==> src/design/gbn_pkg.sv <==
`timescale 1ns / 1ps
// Shared types and constants for the go-back-n sender window.
package gbn_pkg;

    typedef enum logic [1:0] {
        CMD_START     = 2'd0,
        CMD_SEND_POLL = 2'd1,
        CMD_ACK       = 2'd2,
        CMD_IDLE      = 2'd3
    } gbn_cmd_t;

    localparam int CFG_IDX_W  = 2;
    localparam int CFG_DATA_W = 16;

    localparam logic [CFG_IDX_W-1:0] CFG_TOTAL_PACKETS = 2'd0;
    localparam logic [CFG_IDX_W-1:0] CFG_WINDOW_SIZE   = 2'd1;
    localparam logic [CFG_IDX_W-1:0] CFG_TIMEOUT_LIMIT = 2'd2;

    localparam logic [15:0] TOTAL_PACKETS_RESET = 16'd1;
    localparam logic [4:0]  WINDOW_SIZE_RESET   = 5'd10;
    localparam logic [7:0]  TIMEOUT_LIMIT_RESET = 8'd20;

    typedef struct packed {
        logic [15:0] total_packets;
        logic [4:0]  window_size;
        logic [7:0]  timeout_limit;
    } gbn_cfg_t;

    typedef struct packed {
        logic        send_valid;
        logic [4:0]  send_seq;
        logic [15:0] packet_index;
        logic [15:0] acked_total;
        logic        timed_out;
        logic        finished;
    } gbn_result_t;

endpackage

==> src/design/gbn_cmd_if.sv <==
`timescale 1ns / 1ps
// Command channel: valid/ready handshake carrying one command beat.
interface gbn_cmd_if;
    logic       valid;
    logic       ready;
    logic [1:0] cmd;
    logic [4:0] ack_seq;

    modport source (output valid, output cmd, output ack_seq, input ready);
    modport sink   (input valid, input cmd, input ack_seq, output ready);
endinterface

==> src/design/gbn_res_if.sv <==
`timescale 1ns / 1ps
// Result channel: valid/ready handshake carrying one result beat.
interface gbn_res_if;
    logic        valid;
    logic        ready;
    logic        send_valid;
    logic [4:0]  send_seq;
    logic [15:0] packet_index;
    logic [15:0] acked_total;
    logic        timed_out;
    logic        finished;

    modport source (output valid, output send_valid, output send_seq,
                    output packet_index, output acked_total, output timed_out,
                    output finished, input ready);
    modport sink   (input valid, input send_valid, input send_seq,
                    input packet_index, input acked_total, input timed_out,
                    input finished, output ready);
endinterface

==> src/design/go_back_n_sender_window.sv <==
`timescale 1ns / 1ps
// A command beat is held in the input register; the core steps on it and its result beat
// is loaded into the result register when that register is free or draining.
// One command per cycle unless the result stalls; the core window updates once per step.
// Input register and result register decouple the channels, so a stalled result
// still lets one more command be taken. Reset (async, active low) restores the
// register defaults and an empty window at once; there is no clearing pass.
module go_back_n_sender_window #(
    parameter int SEQ_COUNT = 20
) (
    input  logic                             clk,
    input  logic                             rst_n,
    gbn_cmd_if.sink                          cmd_ch,
    gbn_res_if.source                        res_ch,
    input  logic                             cfg_we,
    input  logic [gbn_pkg::CFG_IDX_W-1:0]    cfg_index,
    input  logic [gbn_pkg::CFG_DATA_W-1:0]   cfg_data
);

    // configuration registers
    gbn_pkg::gbn_cfg_t cfg_reg;

    always_ff @(posedge clk or negedge rst_n)
    begin
        if (!rst_n)
        begin
            cfg_reg.total_packets <= gbn_pkg::TOTAL_PACKETS_RESET;
            cfg_reg.window_size   <= gbn_pkg::WINDOW_SIZE_RESET;
            cfg_reg.timeout_limit <= gbn_pkg::TIMEOUT_LIMIT_RESET;
        end
        else if (cfg_we)
        begin
            unique case (cfg_index)
                gbn_pkg::CFG_TOTAL_PACKETS: cfg_reg.total_packets <= cfg_data;
                gbn_pkg::CFG_WINDOW_SIZE:   cfg_reg.window_size   <= cfg_data[4:0];
                gbn_pkg::CFG_TIMEOUT_LIMIT: cfg_reg.timeout_limit <= cfg_data[7:0];
                default:
                begin
                end
            endcase
        end
    end

    // input register: holds one command beat until the core takes it
    logic              in_valid_reg;
    gbn_pkg::gbn_cmd_t cmd_reg;
    logic [4:0]        ack_seq_reg;

    // result register
    logic                 out_valid_reg;
    gbn_pkg::gbn_result_t res_reg;
    gbn_pkg::gbn_result_t core_result;

    logic cmd_fire;
    logic advance;

    // core steps when a command is held and the result slot is free or draining
    assign advance      = in_valid_reg && (!out_valid_reg || res_ch.ready);
    assign cmd_ch.ready = !in_valid_reg || advance;
    assign cmd_fire     = cmd_ch.valid && cmd_ch.ready;

    always_ff @(posedge clk or negedge rst_n)
    begin
        if (!rst_n)
        begin
            in_valid_reg <= 1'b0;
        end
        else if (cmd_fire)
        begin
            in_valid_reg <= 1'b1;
        end
        else if (advance)
        begin
            in_valid_reg <= 1'b0;
        end
    end

    always_ff @(posedge clk)
    begin
        if (cmd_fire)
        begin
            cmd_reg     <= gbn_pkg::gbn_cmd_t'(cmd_ch.cmd);
            ack_seq_reg <= cmd_ch.ack_seq;
        end
    end

    gbn_window_core #(
        .SEQ_COUNT (SEQ_COUNT)
    ) u_core (
        .clk     (clk),
        .rst_n   (rst_n),
        .step    (advance),
        .cmd     (cmd_reg),
        .ack_seq (ack_seq_reg),
        .cfg     (cfg_reg),
        .result  (core_result)
    );

    always_ff @(posedge clk or negedge rst_n)
    begin
        if (!rst_n)
        begin
            out_valid_reg <= 1'b0;
        end
        else if (advance)
        begin
            out_valid_reg <= 1'b1;
        end
        else if (res_ch.ready)
        begin
            out_valid_reg <= 1'b0;
        end
    end

    always_ff @(posedge clk)
    begin
        if (advance)
        begin
            res_reg <= core_result;
        end
    end

    assign res_ch.valid        = out_valid_reg;
    assign res_ch.send_valid   = res_reg.send_valid;
    assign res_ch.send_seq     = res_reg.send_seq;
    assign res_ch.packet_index = res_reg.packet_index;
    assign res_ch.acked_total  = res_reg.acked_total;
    assign res_ch.timed_out    = res_reg.timed_out;
    assign res_ch.finished     = res_reg.finished;

    // a held command with a stalled result beat must block the command channel
    a_stall_blocks: assert property (@(posedge clk) disable iff (!rst_n)
        (in_valid_reg && out_valid_reg && !res_ch.ready) |-> !cmd_ch.ready)
        else $error("command accepted while both stages are full");

    // a grant never coincides with a rewind or a finished transfer
    a_grant_clean: assert property (@(posedge clk) disable iff (!rst_n)
        (res_ch.valid && res_ch.send_valid) |->
            (!res_ch.timed_out && !res_ch.finished && res_ch.send_seq != 5'd0))
        else $error("grant beat carries rewind or finish");

    // a rewind beat carries no grant
    a_rewind_no_seq: assert property (@(posedge clk) disable iff (!rst_n)
        (res_ch.valid && res_ch.timed_out) |->
            (!res_ch.send_valid && res_ch.send_seq == 5'd0))
        else $error("rewind beat carries a sequence number");

    // a new result beat only comes from a held command
    a_result_source: assert property (@(posedge clk) disable iff (!rst_n)
        (in_valid_reg == 1'b0 && !out_valid_reg) |=> !out_valid_reg)
        else $error("result beat without a command");

endmodule

==> src/design/gbn_window_core.sv <==
`timescale 1ns / 1ps
// Window state and combinational command update for the go-back-n sender.
module gbn_window_core #(
    parameter int SEQ_COUNT = 20
) (
    input  logic                clk,
    input  logic                rst_n,
    input  logic                step,
    input  gbn_pkg::gbn_cmd_t   cmd,
    input  logic [4:0]          ack_seq,
    input  gbn_pkg::gbn_cfg_t   cfg,
    output gbn_pkg::gbn_result_t result
);

    localparam int SW = $clog2(SEQ_COUNT);
    localparam int AW = (SW > 5) ? SW : 5;
    localparam int XW = AW + 1;
    localparam logic [SW-1:0] LAST_SLOT = SW'(SEQ_COUNT - 1);

    // (a - b) mod SEQ_COUNT, both inputs below SEQ_COUNT
    function automatic logic [SW-1:0] ring_diff(input logic [SW-1:0] a,
                                                input logic [SW-1:0] b);
        logic [SW:0] t;
        t = {1'b0, a} + (SW+1)'(SEQ_COUNT) - {1'b0, b};
        if (t >= (SW+1)'(SEQ_COUNT))
        begin
            t = t - (SW+1)'(SEQ_COUNT);
        end
        return t[SW-1:0];
    endfunction

    logic [SEQ_COUNT-1:0] slot_free_reg, slot_free_next;
    logic [SW-1:0]        next_slot_reg, next_slot_next;
    logic [SW-1:0]        base_slot_reg, base_slot_next;
    logic [15:0]          sent_count_reg, sent_count_next;
    logic [15:0]          acked_count_reg, acked_count_next;
    logic [7:0]           wait_count_reg, wait_count_next;
    logic                 done_reg, done_next;

    logic [SW-1:0]        outstanding;
    logic [XW-1:0]        win_eff;
    logic                 grant_ok;
    logic                 ack_ok;
    logic [AW-1:0]        ack_m1;
    logic [SW-1:0]        ack_idx;
    logic [SW-1:0]        ack_dist;
    logic                 ack_take;
    logic [15:0]          acked_plus;
    logic [SEQ_COUNT-1:0] free_mask;
    logic [8:0]           wait_inc;
    logic                 wait_over;
    logic [15:0]          rewind_sent;

    assign outstanding = ring_diff(next_slot_reg, base_slot_reg);
    assign win_eff = (XW'(cfg.window_size) > XW'(SEQ_COUNT - 1)) ?
                     XW'(SEQ_COUNT - 1) : XW'(cfg.window_size);
    assign grant_ok = !done_reg && (XW'(outstanding) < win_eff) &&
                      slot_free_reg[next_slot_reg] &&
                      (sent_count_reg < cfg.total_packets);

    assign ack_ok   = (ack_seq != 5'd0) && (XW'(ack_seq) <= XW'(SEQ_COUNT));
    assign ack_m1   = AW'(ack_seq) - AW'(1);
    assign ack_idx  = ack_m1[SW-1:0];
    assign ack_dist = ring_diff(ack_idx, base_slot_reg);
    // duplicate of base-1 lands at distance SEQ_COUNT-1, never below outstanding
    assign ack_take = ack_ok && (ack_dist < outstanding);
    assign acked_plus = acked_count_reg + 16'(ack_dist) + 16'd1;

    always_comb
    begin
        for (int i = 0; i < SEQ_COUNT; i++)
        begin
            free_mask[i] = (ring_diff(SW'(i), base_slot_reg) <= ack_dist);
        end
    end

    assign wait_inc    = {1'b0, wait_count_reg} + 9'd1;
    assign wait_over   = wait_inc > {1'b0, cfg.timeout_limit};
    assign rewind_sent = (sent_count_reg >= 16'(outstanding)) ?
                         sent_count_reg - 16'(outstanding) : 16'd0;

    always_comb
    begin
        slot_free_next   = slot_free_reg;
        next_slot_next   = next_slot_reg;
        base_slot_next   = base_slot_reg;
        sent_count_next  = sent_count_reg;
        acked_count_next = acked_count_reg;
        wait_count_next  = wait_count_reg;
        done_next        = done_reg;
        result           = '0;

        unique case (cmd)
            gbn_pkg::CMD_START:
            begin
                slot_free_next   = '1;
                next_slot_next   = '0;
                base_slot_next   = '0;
                sent_count_next  = '0;
                acked_count_next = '0;
                wait_count_next  = '0;
                done_next        = 1'b0;
            end
            gbn_pkg::CMD_SEND_POLL:
            begin
                if (grant_ok)
                begin
                    result.send_valid   = 1'b1;
                    result.send_seq     = 5'(XW'(next_slot_reg) + XW'(1));
                    result.packet_index = sent_count_reg;
                    slot_free_next[next_slot_reg] = 1'b0;
                    next_slot_next  = (next_slot_reg == LAST_SLOT) ?
                                      '0 : next_slot_reg + SW'(1);
                    sent_count_next = sent_count_reg + 16'd1;
                end
            end
            gbn_pkg::CMD_ACK:
            begin
                if (!done_reg)
                begin
                    wait_count_next = '0;
                    if (ack_take)
                    begin
                        slot_free_next   = slot_free_reg | free_mask;
                        base_slot_next   = (ack_idx == LAST_SLOT) ?
                                           '0 : ack_idx + SW'(1);
                        acked_count_next = acked_plus;
                    end
                    done_next = (acked_count_next >= cfg.total_packets);
                end
            end
            gbn_pkg::CMD_IDLE:
            begin
                if (!done_reg)
                begin
                    if (wait_over)
                    begin
                        wait_count_next = '0;
                        if ((sent_count_reg >= cfg.total_packets) &&
                            (next_slot_reg == base_slot_reg))
                        begin
                            done_next = 1'b1;
                        end
                        else
                        begin
                            sent_count_next     = rewind_sent;
                            slot_free_next      = '1;
                            next_slot_next      = base_slot_reg;
                            result.timed_out    = 1'b1;
                            result.packet_index = rewind_sent;
                        end
                    end
                    else
                    begin
                        wait_count_next = wait_inc[7:0];
                    end
                end
            end
            default:
            begin
            end
        endcase

        result.acked_total = acked_count_next;
        result.finished    = done_next;
    end

    always_ff @(posedge clk or negedge rst_n)
    begin
        if (!rst_n)
        begin
            slot_free_reg   <= '1;
            next_slot_reg   <= '0;
            base_slot_reg   <= '0;
            sent_count_reg  <= '0;
            acked_count_reg <= '0;
            wait_count_reg  <= '0;
            done_reg        <= 1'b0;
        end
        else if (step)
        begin
            slot_free_reg   <= slot_free_next;
            next_slot_reg   <= next_slot_next;
            base_slot_reg   <= base_slot_next;
            sent_count_reg  <= sent_count_next;
            acked_count_reg <= acked_count_next;
            wait_count_reg  <= wait_count_next;
            done_reg        <= done_next;
        end
    end

endmodule
==> src/flat_wrapper.sv <==
// flat-port wrapper written by rule: the top's interface ports become plain ports
module go_back_n_sender_window_flat 
#(
    parameter int SEQ_COUNT = 20
)
  (clk, rst_n, cfg_we, cfg_index, cfg_data, cmd_ch_valid, cmd_ch_cmd, cmd_ch_ack_seq, cmd_ch_ready, res_ch_valid, res_ch_send_valid, res_ch_send_seq, res_ch_packet_index, res_ch_acked_total, res_ch_timed_out, res_ch_finished, res_ch_ready);
  gbn_cmd_if cmd_ch_i ();
  gbn_res_if res_ch_i ();
  input  logic clk;
  input  logic rst_n;
  input  logic cfg_we;
  input  logic [gbn_pkg::CFG_IDX_W-1:0] cfg_index;
  input  logic [gbn_pkg::CFG_DATA_W-1:0] cfg_data;
  input wire logic [$bits(cmd_ch_i.valid)-1:0] cmd_ch_valid;
  input wire logic [$bits(cmd_ch_i.cmd)-1:0] cmd_ch_cmd;
  input wire logic [$bits(cmd_ch_i.ack_seq)-1:0] cmd_ch_ack_seq;
  output wire logic [$bits(cmd_ch_i.ready)-1:0] cmd_ch_ready;
  output wire logic [$bits(res_ch_i.valid)-1:0] res_ch_valid;
  output wire logic [$bits(res_ch_i.send_valid)-1:0] res_ch_send_valid;
  output wire logic [$bits(res_ch_i.send_seq)-1:0] res_ch_send_seq;
  output wire logic [$bits(res_ch_i.packet_index)-1:0] res_ch_packet_index;
  output wire logic [$bits(res_ch_i.acked_total)-1:0] res_ch_acked_total;
  output wire logic [$bits(res_ch_i.timed_out)-1:0] res_ch_timed_out;
  output wire logic [$bits(res_ch_i.finished)-1:0] res_ch_finished;
  input wire logic [$bits(res_ch_i.ready)-1:0] res_ch_ready;
  assign cmd_ch_i.valid = cmd_ch_valid;
  assign cmd_ch_i.cmd = cmd_ch_cmd;
  assign cmd_ch_i.ack_seq = cmd_ch_ack_seq;
  assign cmd_ch_ready = cmd_ch_i.ready;
  assign res_ch_valid = res_ch_i.valid;
  assign res_ch_send_valid = res_ch_i.send_valid;
  assign res_ch_send_seq = res_ch_i.send_seq;
  assign res_ch_packet_index = res_ch_i.packet_index;
  assign res_ch_acked_total = res_ch_i.acked_total;
  assign res_ch_timed_out = res_ch_i.timed_out;
  assign res_ch_finished = res_ch_i.finished;
  assign res_ch_i.ready = res_ch_ready;
  go_back_n_sender_window #(.SEQ_COUNT(SEQ_COUNT)) u_core (.clk(clk), .rst_n(rst_n), .cmd_ch(cmd_ch_i), .res_ch(res_ch_i), .cfg_we(cfg_we), .cfg_index(cfg_index), .cfg_data(cfg_data));
endmodule
==> config.mk <==
export PLATFORM = sky130hd
export DESIGN_NAME = go_back_n_sender_window_flat
export DESIGN_NICKNAME = d
export VERILOG_FILES = /design/src/design/gbn_pkg.sv /design/src/design/gbn_cmd_if.sv /design/src/design/gbn_res_if.sv /design/src/design/go_back_n_sender_window.sv /design/src/design/gbn_window_core.sv /design/src/flat_wrapper.sv
export SDC_FILE = /design/constraint.sdc
export NUM_CORES = 1
export LEC_CHECK = 0
export BUFFER_PORTS_ARGS = -buffer_cell sky130_fd_sc_hd__buf_2
export CAP_MARGIN = 20
export CELL_PAD_IN_SITES_DETAIL_PLACEMENT = 1
export CELL_PAD_IN_SITES_GLOBAL_PLACEMENT = 2
export CORE_AREA = 2 2 183 185
export CTS_BUF_LIST = sky130_fd_sc_hd__clkbuf_8 sky130_fd_sc_hd__clkbuf_16
export DETAILED_ROUTE_END_ITERATION = 12
export DIE_AREA = 0 0 185 187
export HOLD_SLACK_MARGIN = 0.1
export PLACE_DENSITY_LB_ADDON = 0.1
export SLEW_MARGIN = 10
export SYNTH_ARGS = -nofsm -noshare
export SYNTH_HDL_FRONTEND = slang
export SYNTH_SLANG_ARGS = --single-unit
==> constraint.sdc <==
create_clock -name clk -period 18.1 [get_ports clk]
set_input_delay 0.905 -clock clk [delete_from_list [all_inputs] [get_ports clk]]
set_output_delay 0.905 -clock clk [all_outputs]
set_load 0.02 [all_outputs]
==> impl_metrics.toml, run 1 <==
[logic_synthesis]
cell_types_occupying_the_most_area_after_synthesis = "ha_1 17%, dfrtp_1 14%, edfxtp_1 10%, dfstp_2 4.9%, o21ai_0 4.8%"
synth_seq_area_share_pct = 29.7
total_of_flip_flops_plus_latches_after_synthesis = 149
dominantRegCellSynth = "dfrtp_1"
post_synthesis_average_cell_area_sq_um = 8.73
library_cell_with_the_highest_instance_count_after_synthesis = "ha_1"
synth.cell_area_sq_mm = 0.0135
ys_top_cells_by_count = "180 x ha_1, 153 x nand2_1, 130 x o21ai_0, 108 x inv_1, 103 x a21oi_1"
ys.warnings.count = 0
synth_enable_flop_cells = 47
synthesis.nets = 1758
post_synth_inst_count = 1542
synthDistinctLibCells = 76
synth-async-reset-ratio_pct = 68.5
netlist.top_cell.by_area = "ha_1"
yosys.area.top_type_share_pct = 16.7

[place]
placement.io_buffers = 71
gpl.final_weighted_congestion = 0.830
detailedPlacementHpwl_microns = 33500
place_ws_ps = 10600
detailed_place.area_sq_mm = 0.0142

[sta]
final.setup.tns_ps = 0
final.setup.worst_slack_ps = 10510
timing.final.crit_share_pct = 42.0
max_slew.worst_pin.slew_ps = 1020
final.min_clock_period_ps = 7590
slew-limit-headroom_pct = 31.2
final_count_of_pins_violating_max_slew = 0
timing.final.hold_violations = 0
clock.fmax_mhz = 132
finalHoldWorstSlack_ps = 503
final-setup-viol-count = 0
fin_skew_ps = 18.6
grt_setup_unrepaired = "false"

[layout]
final_nets = 1797
syn2layout_area_growth_pct = 9.94
stdcell_area_sq_mm = 0.0148
post_route_cells_drive_above_1_share_pct = 12.6
antenna-diode-count = 0
number_of_flip_flops_in_the_largest_register = 29

[floorplan]
top_level_ports = 72
start_util_pct = 41.0
design.core.area_sq_mm = 0.0329
die-area_sq_mm = 0.0346
core.rowCount = 67
die_w_microns = 185
floorplan.die.height_microns = 187

[job]
max_cap_violation_count = 0

[clock_tree]
clock_tree.htree_level_count = 4
maximum_clock_path_buffer_count = 2
cts_tree = "done"
clock-root-buffer = "clkbuf_16"
cts-hold-fix-buffers = 0
clock-sinks = 149
cts_repair_resize_count = 0
worst_skew_pair.late_latency_ps = 460
numCtsBuffers = 17
number_of_post_cts_setup_repair_buffers = 0
path_clk_slew_ps = 70

[min_path]
timing.hold.worst.class = "reg -> reg"

[global_route]
grt_usage_pct = 26.1
overflow = 0
grt_start_max_net_pins = 55
number_of_global_route_vias_before_repair = 12268
global_route_wire_length_before_repair_microns = 70000
grt_antenna_before_repair = 0

[detailed_routing]
via_per_inst = 5.80
num_vias = 11842
detail_route.wirelength_microns = 44000
dr.first_iter.drc_count = 657
ant_nets = 0
drt_first_pass_iters = 5
wl_per_cell_microns = 21.5
remaining_drc_errors = 0

[critical_path]
required_time_of_the_critical_path_ps = 18310
critPathArrivalTime_ps = 7800
worstPathMaxFanout = 14
worst_setup_path_start_kind = "register"
worst_path_largest_cell_delay_ps = 730
reg2reg_setup_slack_ps = 10510
cp_capture_type = "register"
crit_path_cell_trace = "clkinv_1 > ha_1 > ha_1 > nor2b_1 > or3_1 > a21oi_1 > nor2_1 > a21oi_1 > mux2_2 > inv_1 > ha_1 > a21oi_1 > o21ai_0 > maj3_2 > nor2_2 > mux2_2 > ha_1 > a21o_1 > a21o_1 > a21oi_1 > o211ai_1 > a2111oi_0 > o21bai_1 > o31a_1"
worst_path_max_delay_cell = "dfrtp_1"
setup.worst_path.class = "reg -> reg"

[run_status]
run_status = "complete, no violations"
==> cell type report <==
class	count	area (sq um)
Timing Repair Buffer	85	463
Multi-Input combinational cell	1210	8780
Clock inverter	12	90.1
Clock buffer	20	467
Sequential cell	149	4000
Fill cell	3935	18100
Tap cell	448	561
Inverter	118	443
==> metrics by stage <==
step / utilization, % / instances
detailed placement: 43.4 / 2010
CTS: 45.0 / 2042
finish: 45.0 / 2042
floorplan: - / 1542
global route: 45.0 / 2042
global placement: 43.4 / 2010
==> critical path: cells and delay by family (launching register included) <==
kind	cells	cell delay (ps)
flops	1	730
fa+ha+maj	5	1820
compound gates	11	2260
buf+inv	2	830
mux	2	770
simple gates	4	930
==> final timing paths <==
| path | start | to | depth (start not counted) |
|---|---|---|---|
| min in group asynchronous | rst_n | u_core.u_core.sent_count_reg[13] | 1 |
| max in group asynchronous | rst_n | u_core.u_core.wait_count_reg[0] | 2 |
| min reg2reg | u_core.cfg_reg[3] | u_core.cfg_reg[3] | 1 |
| min | u_core.cfg_reg[3] | u_core.cfg_reg[3] | 1 |
| max reg2reg | u_core.u_core.base_slot_reg[3] | u_core.res_ch.finished | 24 |
| max | u_core.u_core.base_slot_reg[3] | u_core.res_ch.finished | 24 |
==> layer usage <==
| metal | GRT usage (%) | vias to the layer above | part of all wire, % |
|---|---|---|---|
| met1 | 35.3 | 5952 | 47 |
| met3 | 3.17 | 43 | 2.4 |
| met2 | 43.8 | 184 | 48 |
| met5 | 0 | - | 0 |
| li1 | - | 5663 | - |
| met4 | 7.23 | 0 | 1.8 |
==> placed cells by master (no fill, tap or decap), types with 19 or more instances in the layout <==
| cell type | synthesis | final |
|---|---|---|
| ha_1 | 180 | 180 |
| nand2_1 | 153 | 153 |
| o21ai_0 | 130 | 130 |
| inv_1 | 108 | 112 |
| a21oi_1 | 103 | 103 |
| nor2_1 | 80 | 80 |
| dfrtp_1 | 77 | 77 |
| buf_2 | 7 | 70 |
| xnor2_1 | 62 | 62 |
| edfxtp_1 | 47 | 47 |
| nand3_1 | 41 | 41 |
| mux2_2 | 35 | 35 |
| a31oi_1 | 28 | 28 |
| nor2b_1 | 25 | 25 |
| a21o_1 | 25 | 25 |
| dfstp_2 | 25 | 25 |
| nor3_1 | 22 | 22 |
| and3_1 | 19 | 19 |
| mux2i_1 | 19 | 19 |
==> cell families after synthesis <==
| kind of cell | share of synthesized area, % |
|---|---|
| AOI/OAI and AO/OA | 21.1 |
| and+or+nand+nor | 15.0 |
| adders and majority gates | 19.0 |
| buffers and inverters | 5.17 |
| DFF | 29.7 |
| xor gates and xnor gates | 5.20 |
| muxes | 4.84 |
Power of run 1 is not shown: default switching activity piles up to over one toggle a cycle in this logic, so the estimate is an artifact.
==> run 2: changes to the inputs <==
--- a/config.mk
+++ b/config.mk
@@ -9,10 +9,10 @@
 export CAP_MARGIN = 20
 export CELL_PAD_IN_SITES_DETAIL_PLACEMENT = 1
 export CELL_PAD_IN_SITES_GLOBAL_PLACEMENT = 2
-export CORE_AREA = 2 2 183 185
+export CORE_AREA = 2 2 197 199
 export CTS_BUF_LIST = sky130_fd_sc_hd__clkbuf_8 sky130_fd_sc_hd__clkbuf_16
 export DETAILED_ROUTE_END_ITERATION = 12
-export DIE_AREA = 0 0 185 187
+export DIE_AREA = 0 0 199 201
 export HOLD_SLACK_MARGIN = 0.1
 export PLACE_DENSITY_LB_ADDON = 0.1
 export SLEW_MARGIN = 10
==> constraint.sdc (replaced) <==
create_clock -name clk -period 6.6 [get_ports clk]
set_input_delay 0.33 -clock clk [delete_from_list [all_inputs] [get_ports clk]]
set_output_delay 0.33 -clock clk [all_outputs]
set_load 0.02 [all_outputs]
==> run 2 against run 1 <==
Compared with the run above: worst hold slack worse by 380 ps; final cell count increased by 5.4%; non-clock buffer count rose by 40; core utilization shrank 4.7 points; setup slack worse by 10000 ps; count of clock-buffer cells in the layout fell by 1; die area is 16% higher; maximum frequency increased by 19%; global-route usage decreased by 2.2 points; via count up 0.45%; sequential share of layout area is 0.98 points lower; first-iteration DRC count down 27%; critical path type unchanged.
==> impl_metrics.toml, run 2 (synthesis gave the netlist of run 1 again) <==
[min_path]
timing.hold.worst.class = "in -> reg"
hp-start = "cfg_data[6]"

[layout]
most_common_library_cell_in_the_layout_ignoring_fill_and_taps = "ha_1"
final_nets = 1837
post_route_cells_drive_above_1_share_pct = 15.1
mostFrequentLayoutCells = "174 x ha_1, 153 x nand2_1, 129 x o21ai_0"
antenna-diode-count = 0
number_of_flip_flops_in_the_largest_register = 29
fill_cells = 4517
stdcell_area_sq_mm = 0.0154
final-instance-count-excl-fill = 2152
syn2layout_area_growth_pct = 14.1

[floorplan]
design.core.area_sq_mm = 0.0381
start_util_pct = 35.3
die_w_microns = 199
core.rowCount = 72
top_level_ports = 72
die-area_sq_mm = 0.0400
floorplan.die.height_microns = 201

[critical_path]
setup.worst_path.class = "reg -> reg"
cp-startpoint = "u_core.ack_seq_reg[1]"
cp_capture_type = "register"
critPathArrivalTime_ps = 6580
worstReg2RegStart = "u_core.ack_seq_reg[1]"
worst_setup_path_start_kind = "register"
required_time_of_the_critical_path_ps = 6810
worstPathMaxFanout = 5

[place]
detailed_place.area_sq_mm = 0.0145
placement.io_buffers = 71
gpl.final_weighted_congestion = 0.798
detailedPlacementHpwl_microns = 35100
post-place-cells = 2099

[detailed_routing]
via_per_inst = 5.53
wl_per_cell_microns = 21.8
remaining_drc_errors = 0
drt_first_pass_iters = 4
detail_route.wirelength_microns = 46900
dr.first_iter.drc_count = 482
ant_nets = 0
num_vias = 11895

[global_route]
grt_antenna_before_repair = 0
overflow = 0
grt_usage_pct = 24.0
number_of_global_route_vias_before_repair = 12367
global_route_wire_length_before_repair_microns = 73200
grt_start_max_net_pins = 53

[clock_tree]
path_clk_slew_ps = 70
maximum_clock_path_buffer_count = 2
cts_tree = "done"
worst_skew_pair.late_latency_ps = 460
clock-sinks = 149
clock-root-buffer = "clkbuf_16"
numCtsBuffers = 17
clock_tree.htree_level_count = 4

[sta]
final_count_of_pins_violating_max_slew = 0
final-setup-viol-count = 0
finalHoldWorstSlack_ps = 123
timing.final.crit_share_pct = 96.5
clock.fmax_mhz = 157
slew-limit-headroom_pct = 32.4
final.min_clock_period_ps = 6370
timing.final.hold_violations = 0
max_slew.worst_pin.slew_ps = 1010
fin_skew_ps = 13.9

[run_status]
run_status = "complete, no violations"

[job]
max_cap_violation_count = 0
==> run 2: cell types whose count changed in the layout (fill, tap and decap cells not counted), moves of 3 or more <==
cell           previous run  this run
buf_4                    15        37
inv_1                   112       108
ha_4                      0         3
ha_1                    180       174
a21oi_1                 103       100
dlygate4sd3_1             0        18
ha_2                      0         3
inv_4                     1         4
inv_6                     0         4
==> run 2: worst max-delay path, stage by stage (launching register included) <==
cell and delay (ps):
edfxtp_1 380, inv_2 70, ha_4 280, inv_1 50, ha_1 270, ha_2 180
inv_1 70, fa_2 420, xnor2_2 180, inv_1 80, ha_2 190, inv_1 70
a31oi_1 40, o32a_1 420, mux2_4 360, ha_4 260, a21oi_4 150, o21ai_1 90
maj3_2 370, or3_4 450, xnor2_1 150, ha_1 300, a21o_1 190, a211oi_2 260
o211ai_1 140, a2111oi_2 450, o21bai_1 140, o31a_1 120
==> run 2: path summary, 6_finish.rpt <==
check | to | slack [ps] | cells after the start
setup / recovery | u_core.res_ch.finished | 230 | 27
hold / removal | u_core.cfg_reg[19] | 120 | 3
setup reg to reg | u_core.res_ch.finished | 230 | 27
hold reg to reg | u_core.res_ch.valid | 510 | 1
max in group asynchronous | u_core.u_core.acked_count_reg[9] | 4820 | 3
min in group asynchronous | u_core.u_core.sent_count_reg[12] | 530 | 2
==> run 2: per-stage QoR <==
stage          setup WS, ps  setup TNS, ps  utilization [%]
5_1_grt               -41.1          -41.1             40.3
3_3_place_gp           56.5              0             38.0
3_5_place_dp           -161           -183             38.0
2_1_floorplan           133              0                -
4_1_cts                7.00              0             39.9
6_report                230              0             40.3
==> run 2: metal layers <==
layer  global-route usage [%]  wire length [microns]  up-vias  share of wire, %
li1                         -                      -     5748                 -
met1                     32.5                  22400     5978                48
met2                     40.7                  22900      130                49
met3                     2.74                    896       39               1.9
met4                     5.38                    671        0               1.4
met5                        0                      0        -                 0
==> run 2: what timing repair did <==
item                                    4_1_cts  5_1_grt
hold endpoints to repair                     48        0
endpoints found under the setup margin        2        2
gates resized for setup                       2       26
buffers inserted                              0        2
hold buffers                                 18        0
pin swaps                                     0       12
==> run 2: layout make-up <==
class / count / area [sq um] / share of cell area, %
multi-input combinational: 1210 / 8910 / 58.0
clock buffer: 19 / 464 / 3.02
timing repair buffer: 125 / 808 / 5.26
tap: 518 / 648 / 4.22
sequential: 149 / 4000 / 26.0
inverter: 118 / 443 / 2.88
clock inverter: 13 / 91.3 / 0.595
Power of run 2 is left out for the same reason.
==> run 3: changes to the inputs <==
--- a/config.mk
+++ b/config.mk
@@ -5,17 +5,18 @@
 export SDC_FILE = /design/constraint.sdc
 export NUM_CORES = 1
 export LEC_CHECK = 0
-export BUFFER_PORTS_ARGS = -buffer_cell sky130_fd_sc_hd__buf_2
 export CAP_MARGIN = 20
 export CELL_PAD_IN_SITES_DETAIL_PLACEMENT = 1
 export CELL_PAD_IN_SITES_GLOBAL_PLACEMENT = 2
-export CORE_AREA = 2 2 197 199
+export CORE_AREA = 2 2 185 187
 export CTS_BUF_LIST = sky130_fd_sc_hd__clkbuf_8 sky130_fd_sc_hd__clkbuf_16
 export DETAILED_ROUTE_END_ITERATION = 12
-export DIE_AREA = 0 0 199 201
+export DIE_AREA = 0 0 187 189
+export DONT_BUFFER_PORTS = 1
 export HOLD_SLACK_MARGIN = 0.1
 export PLACE_DENSITY_LB_ADDON = 0.1
 export SLEW_MARGIN = 10
 export SYNTH_ARGS = -nofsm -noshare
 export SYNTH_HDL_FRONTEND = slang
 export SYNTH_SLANG_ARGS = --single-unit
+export TNS_END_PERCENT = 100
==> constraint.sdc (replaced) <==
create_clock -name clk -period 6.4 [get_ports clk]
set_input_delay 0.32 -clock clk [delete_from_list [all_inputs] [get_ports clk]]
set_output_delay 0.32 -clock clk [all_outputs]
set_load 0.02 [all_outputs]
==> run 3 against run 2 <==
Compared with the run above: critical path type unchanged; non-clock buffer count down 50; critical path depth up 2; largest cell class unchanged; critical endpoint unchanged; worst hold slack better by 5.4 ps; die area down 12%; maximum frequency up 3.4%.
==> impl_metrics.toml, run 3 (synthesis gave the netlist of run 1 again) <==
[critical_path]
crit_buf_inv = 6
worstPathMaxFanout = 6
reg2reg_setup_slack_ps = 240
timing.critical_path.depth = 29
cp-startpoint = "u_core.ack_seq_reg[1]"
worst_setup_path_start_kind = "register"
worstReg2RegEnd = "u_core.res_ch.finished"
path_delay_family = "adder cells"
required_time_of_the_critical_path_ps = 6600
critical_path_end = "u_core.res_ch.finished"
cp_capture_type = "register"
worst-r2r-cell-count = 29
worstReg2RegStart = "u_core.ack_seq_reg[1]"
worst_path_max_delay_cell = "o32a_1"
critPathArrivalTime_ps = 6360
setup.worst_path.class = "reg -> reg"
worst_path_largest_cell_delay_ps = 400

[sta]
timing.final.crit_share_pct = 96.3
max_slew.worst_pin.slew_ps = 929
slew-limit-headroom_pct = 38.0
clock.fmax_mhz = 162
final.setup.worst_slack_ps = 238
final.min_clock_period_ps = 6160
timing.final.hold_violations = 0
final_count_of_pins_violating_max_slew = 0
final-setup-viol-count = 0
fin_skew_ps = 13.4

[layout]
post_route_cells_drive_above_1_share_pct = 12.1
stdcell_area_sq_mm = 0.0151
most_common_library_cell_in_the_layout_ignoring_fill_and_taps = "ha_1"
syn2layout_area_growth_pct = 12.2
final_nets = 1787
layout.core_utilization_pct = 45.4
mostFrequentLayoutCells = "175 x ha_1, 153 x nand2_1, 128 x o21ai_0"
antenna-diode-count = 0
number_of_flip_flops_in_the_largest_register = 29
final-instance-count-excl-fill = 2032
fill_cells = 3930

[place]
placement.io_buffers = 0
detailedPlacementHpwl_microns = 33500
gpl.final_weighted_congestion = 0.816
post-place-cells = 1965
detailed_place.area_sq_mm = 0.0141
place_ws_ps = -274

[clock_tree]
cts_tree = "done"
worst_skew_pair.late_latency_ps = 450
clock_tree.htree_level_count = 4
path_clk_slew_ps = 70
maximum_clock_path_buffer_count = 2
numCtsBuffers = 17
clock-root-buffer = "clkbuf_16"
clock-sinks = 149

[min_path]
timing.hold.worst.class = "in -> reg"
hold_depth = 3

[detailed_routing]
detail_route.wirelength_microns = 44400
ant_nets = 0
dr.first_iter.drc_count = 689
wl_per_cell_microns = 21.8
drt_first_pass_iters = 6
num_vias = 11799
via_per_inst = 5.81
remaining_drc_errors = 0

[global_route]
grt_usage_pct = 25.4
grt_start_max_net_pins = 103
global_route_wire_length_before_repair_microns = 69900
number_of_global_route_vias_before_repair = 12226
overflow = 0
grt_antenna_before_repair = 0

[floorplan]
floorplan.die.height_microns = 189
core.rowCount = 67
start_util_pct = 40.5
die-area_sq_mm = 0.0353
design.core.area_sq_mm = 0.0333
die_w_microns = 187
top_level_ports = 72

[job]
max_cap_violation_count = 0

[run_status]
run_status = "complete, no violations"
## run 3: cell types whose count changed in the layout (fill, tap and decap cells not counted), sizes merged
cell and change:
clkinvlp +3, inv -3, buf -58, dlygate4sd3 +8
clkinv +1, clkbuf -1
## run 3: worst min path at each step
stage | startpoint | endpoint | slack [ps]
after CTS | cfg_index[1] | u_core.cfg_reg[21] | 100
after global placement | rst_n | u_core.u_core.sent_count_reg[10] | 30
final | cfg_index[1] | u_core.cfg_reg[24] | 130
after detailed placement | rst_n | u_core.u_core.sent_count_reg[13] | 30
after global routing | cfg_index[1] | u_core.cfg_reg[24] | 130
after floorplan | rst_n | u_core.cfg_reg[0] | 20
## run 3: layout make-up
| type | count | area [sq um] | area share, % |
|---|---|---|---|
| clock inverter | 14 | 85.1 | 0.563 |
| multi-input combinational | 1210 | 8920 | 59.0 |
| clock buffer | 18 | 450 | 2.98 |
| sequential | 149 | 4000 | 26.4 |
| inverter | 118 | 444 | 2.94 |
| timing repair buffer | 75 | 652 | 4.32 |
| tap | 448 | 561 | 3.71 |
## run 3: per-layer routing
layer	vias up	GRT usage (%)	share of wire (%)
met1	5900	32.7	46
met4	0	7.97	2.2
met3	53	3.60	3.2
li1	5644	-	-
met2	202	44.1	48
met5	-	0	0
## run 3: repair_timing
| item | in CTS | in global routing |
|---|---|---|
| pin swaps | 3 | 13 |
| setup buffers | 1 | 6 |
| gates resized for setup | 8 | 24 |
| endpoints found under the hold margin | 140 | 0 |
| setup endpoints to repair | 2 | 2 |
| hold buffers | 27 | 0 |
| gates cloned | 0 | 0 |
## run 3: worst reg2reg max path: cells and delay by family (launching register included)
| kind | cells | cell delay [ps] |
|---|---|---|
| adders and majority gates | 8 | 2110 |
| AOI/OAI and AO/OA | 11 | 1890 |
| muxes | 2 | 680 |
| buffers and inverters | 6 | 460 |
| DFF | 1 | 390 |
| xor gates and xnor gates | 1 | 210 |
| and+or+nand+nor | 1 | 190 |
## run 3: metrics by stage
stage,TNS (ps),hold WS [ps]
final,0,128
after detailed placement,-409,31.6
after global routing,-0.857,126
after CTS,0,101
after floorplan,0,24.4
after global placement,0,32.0
Power of run 3 is left out for the same reason.
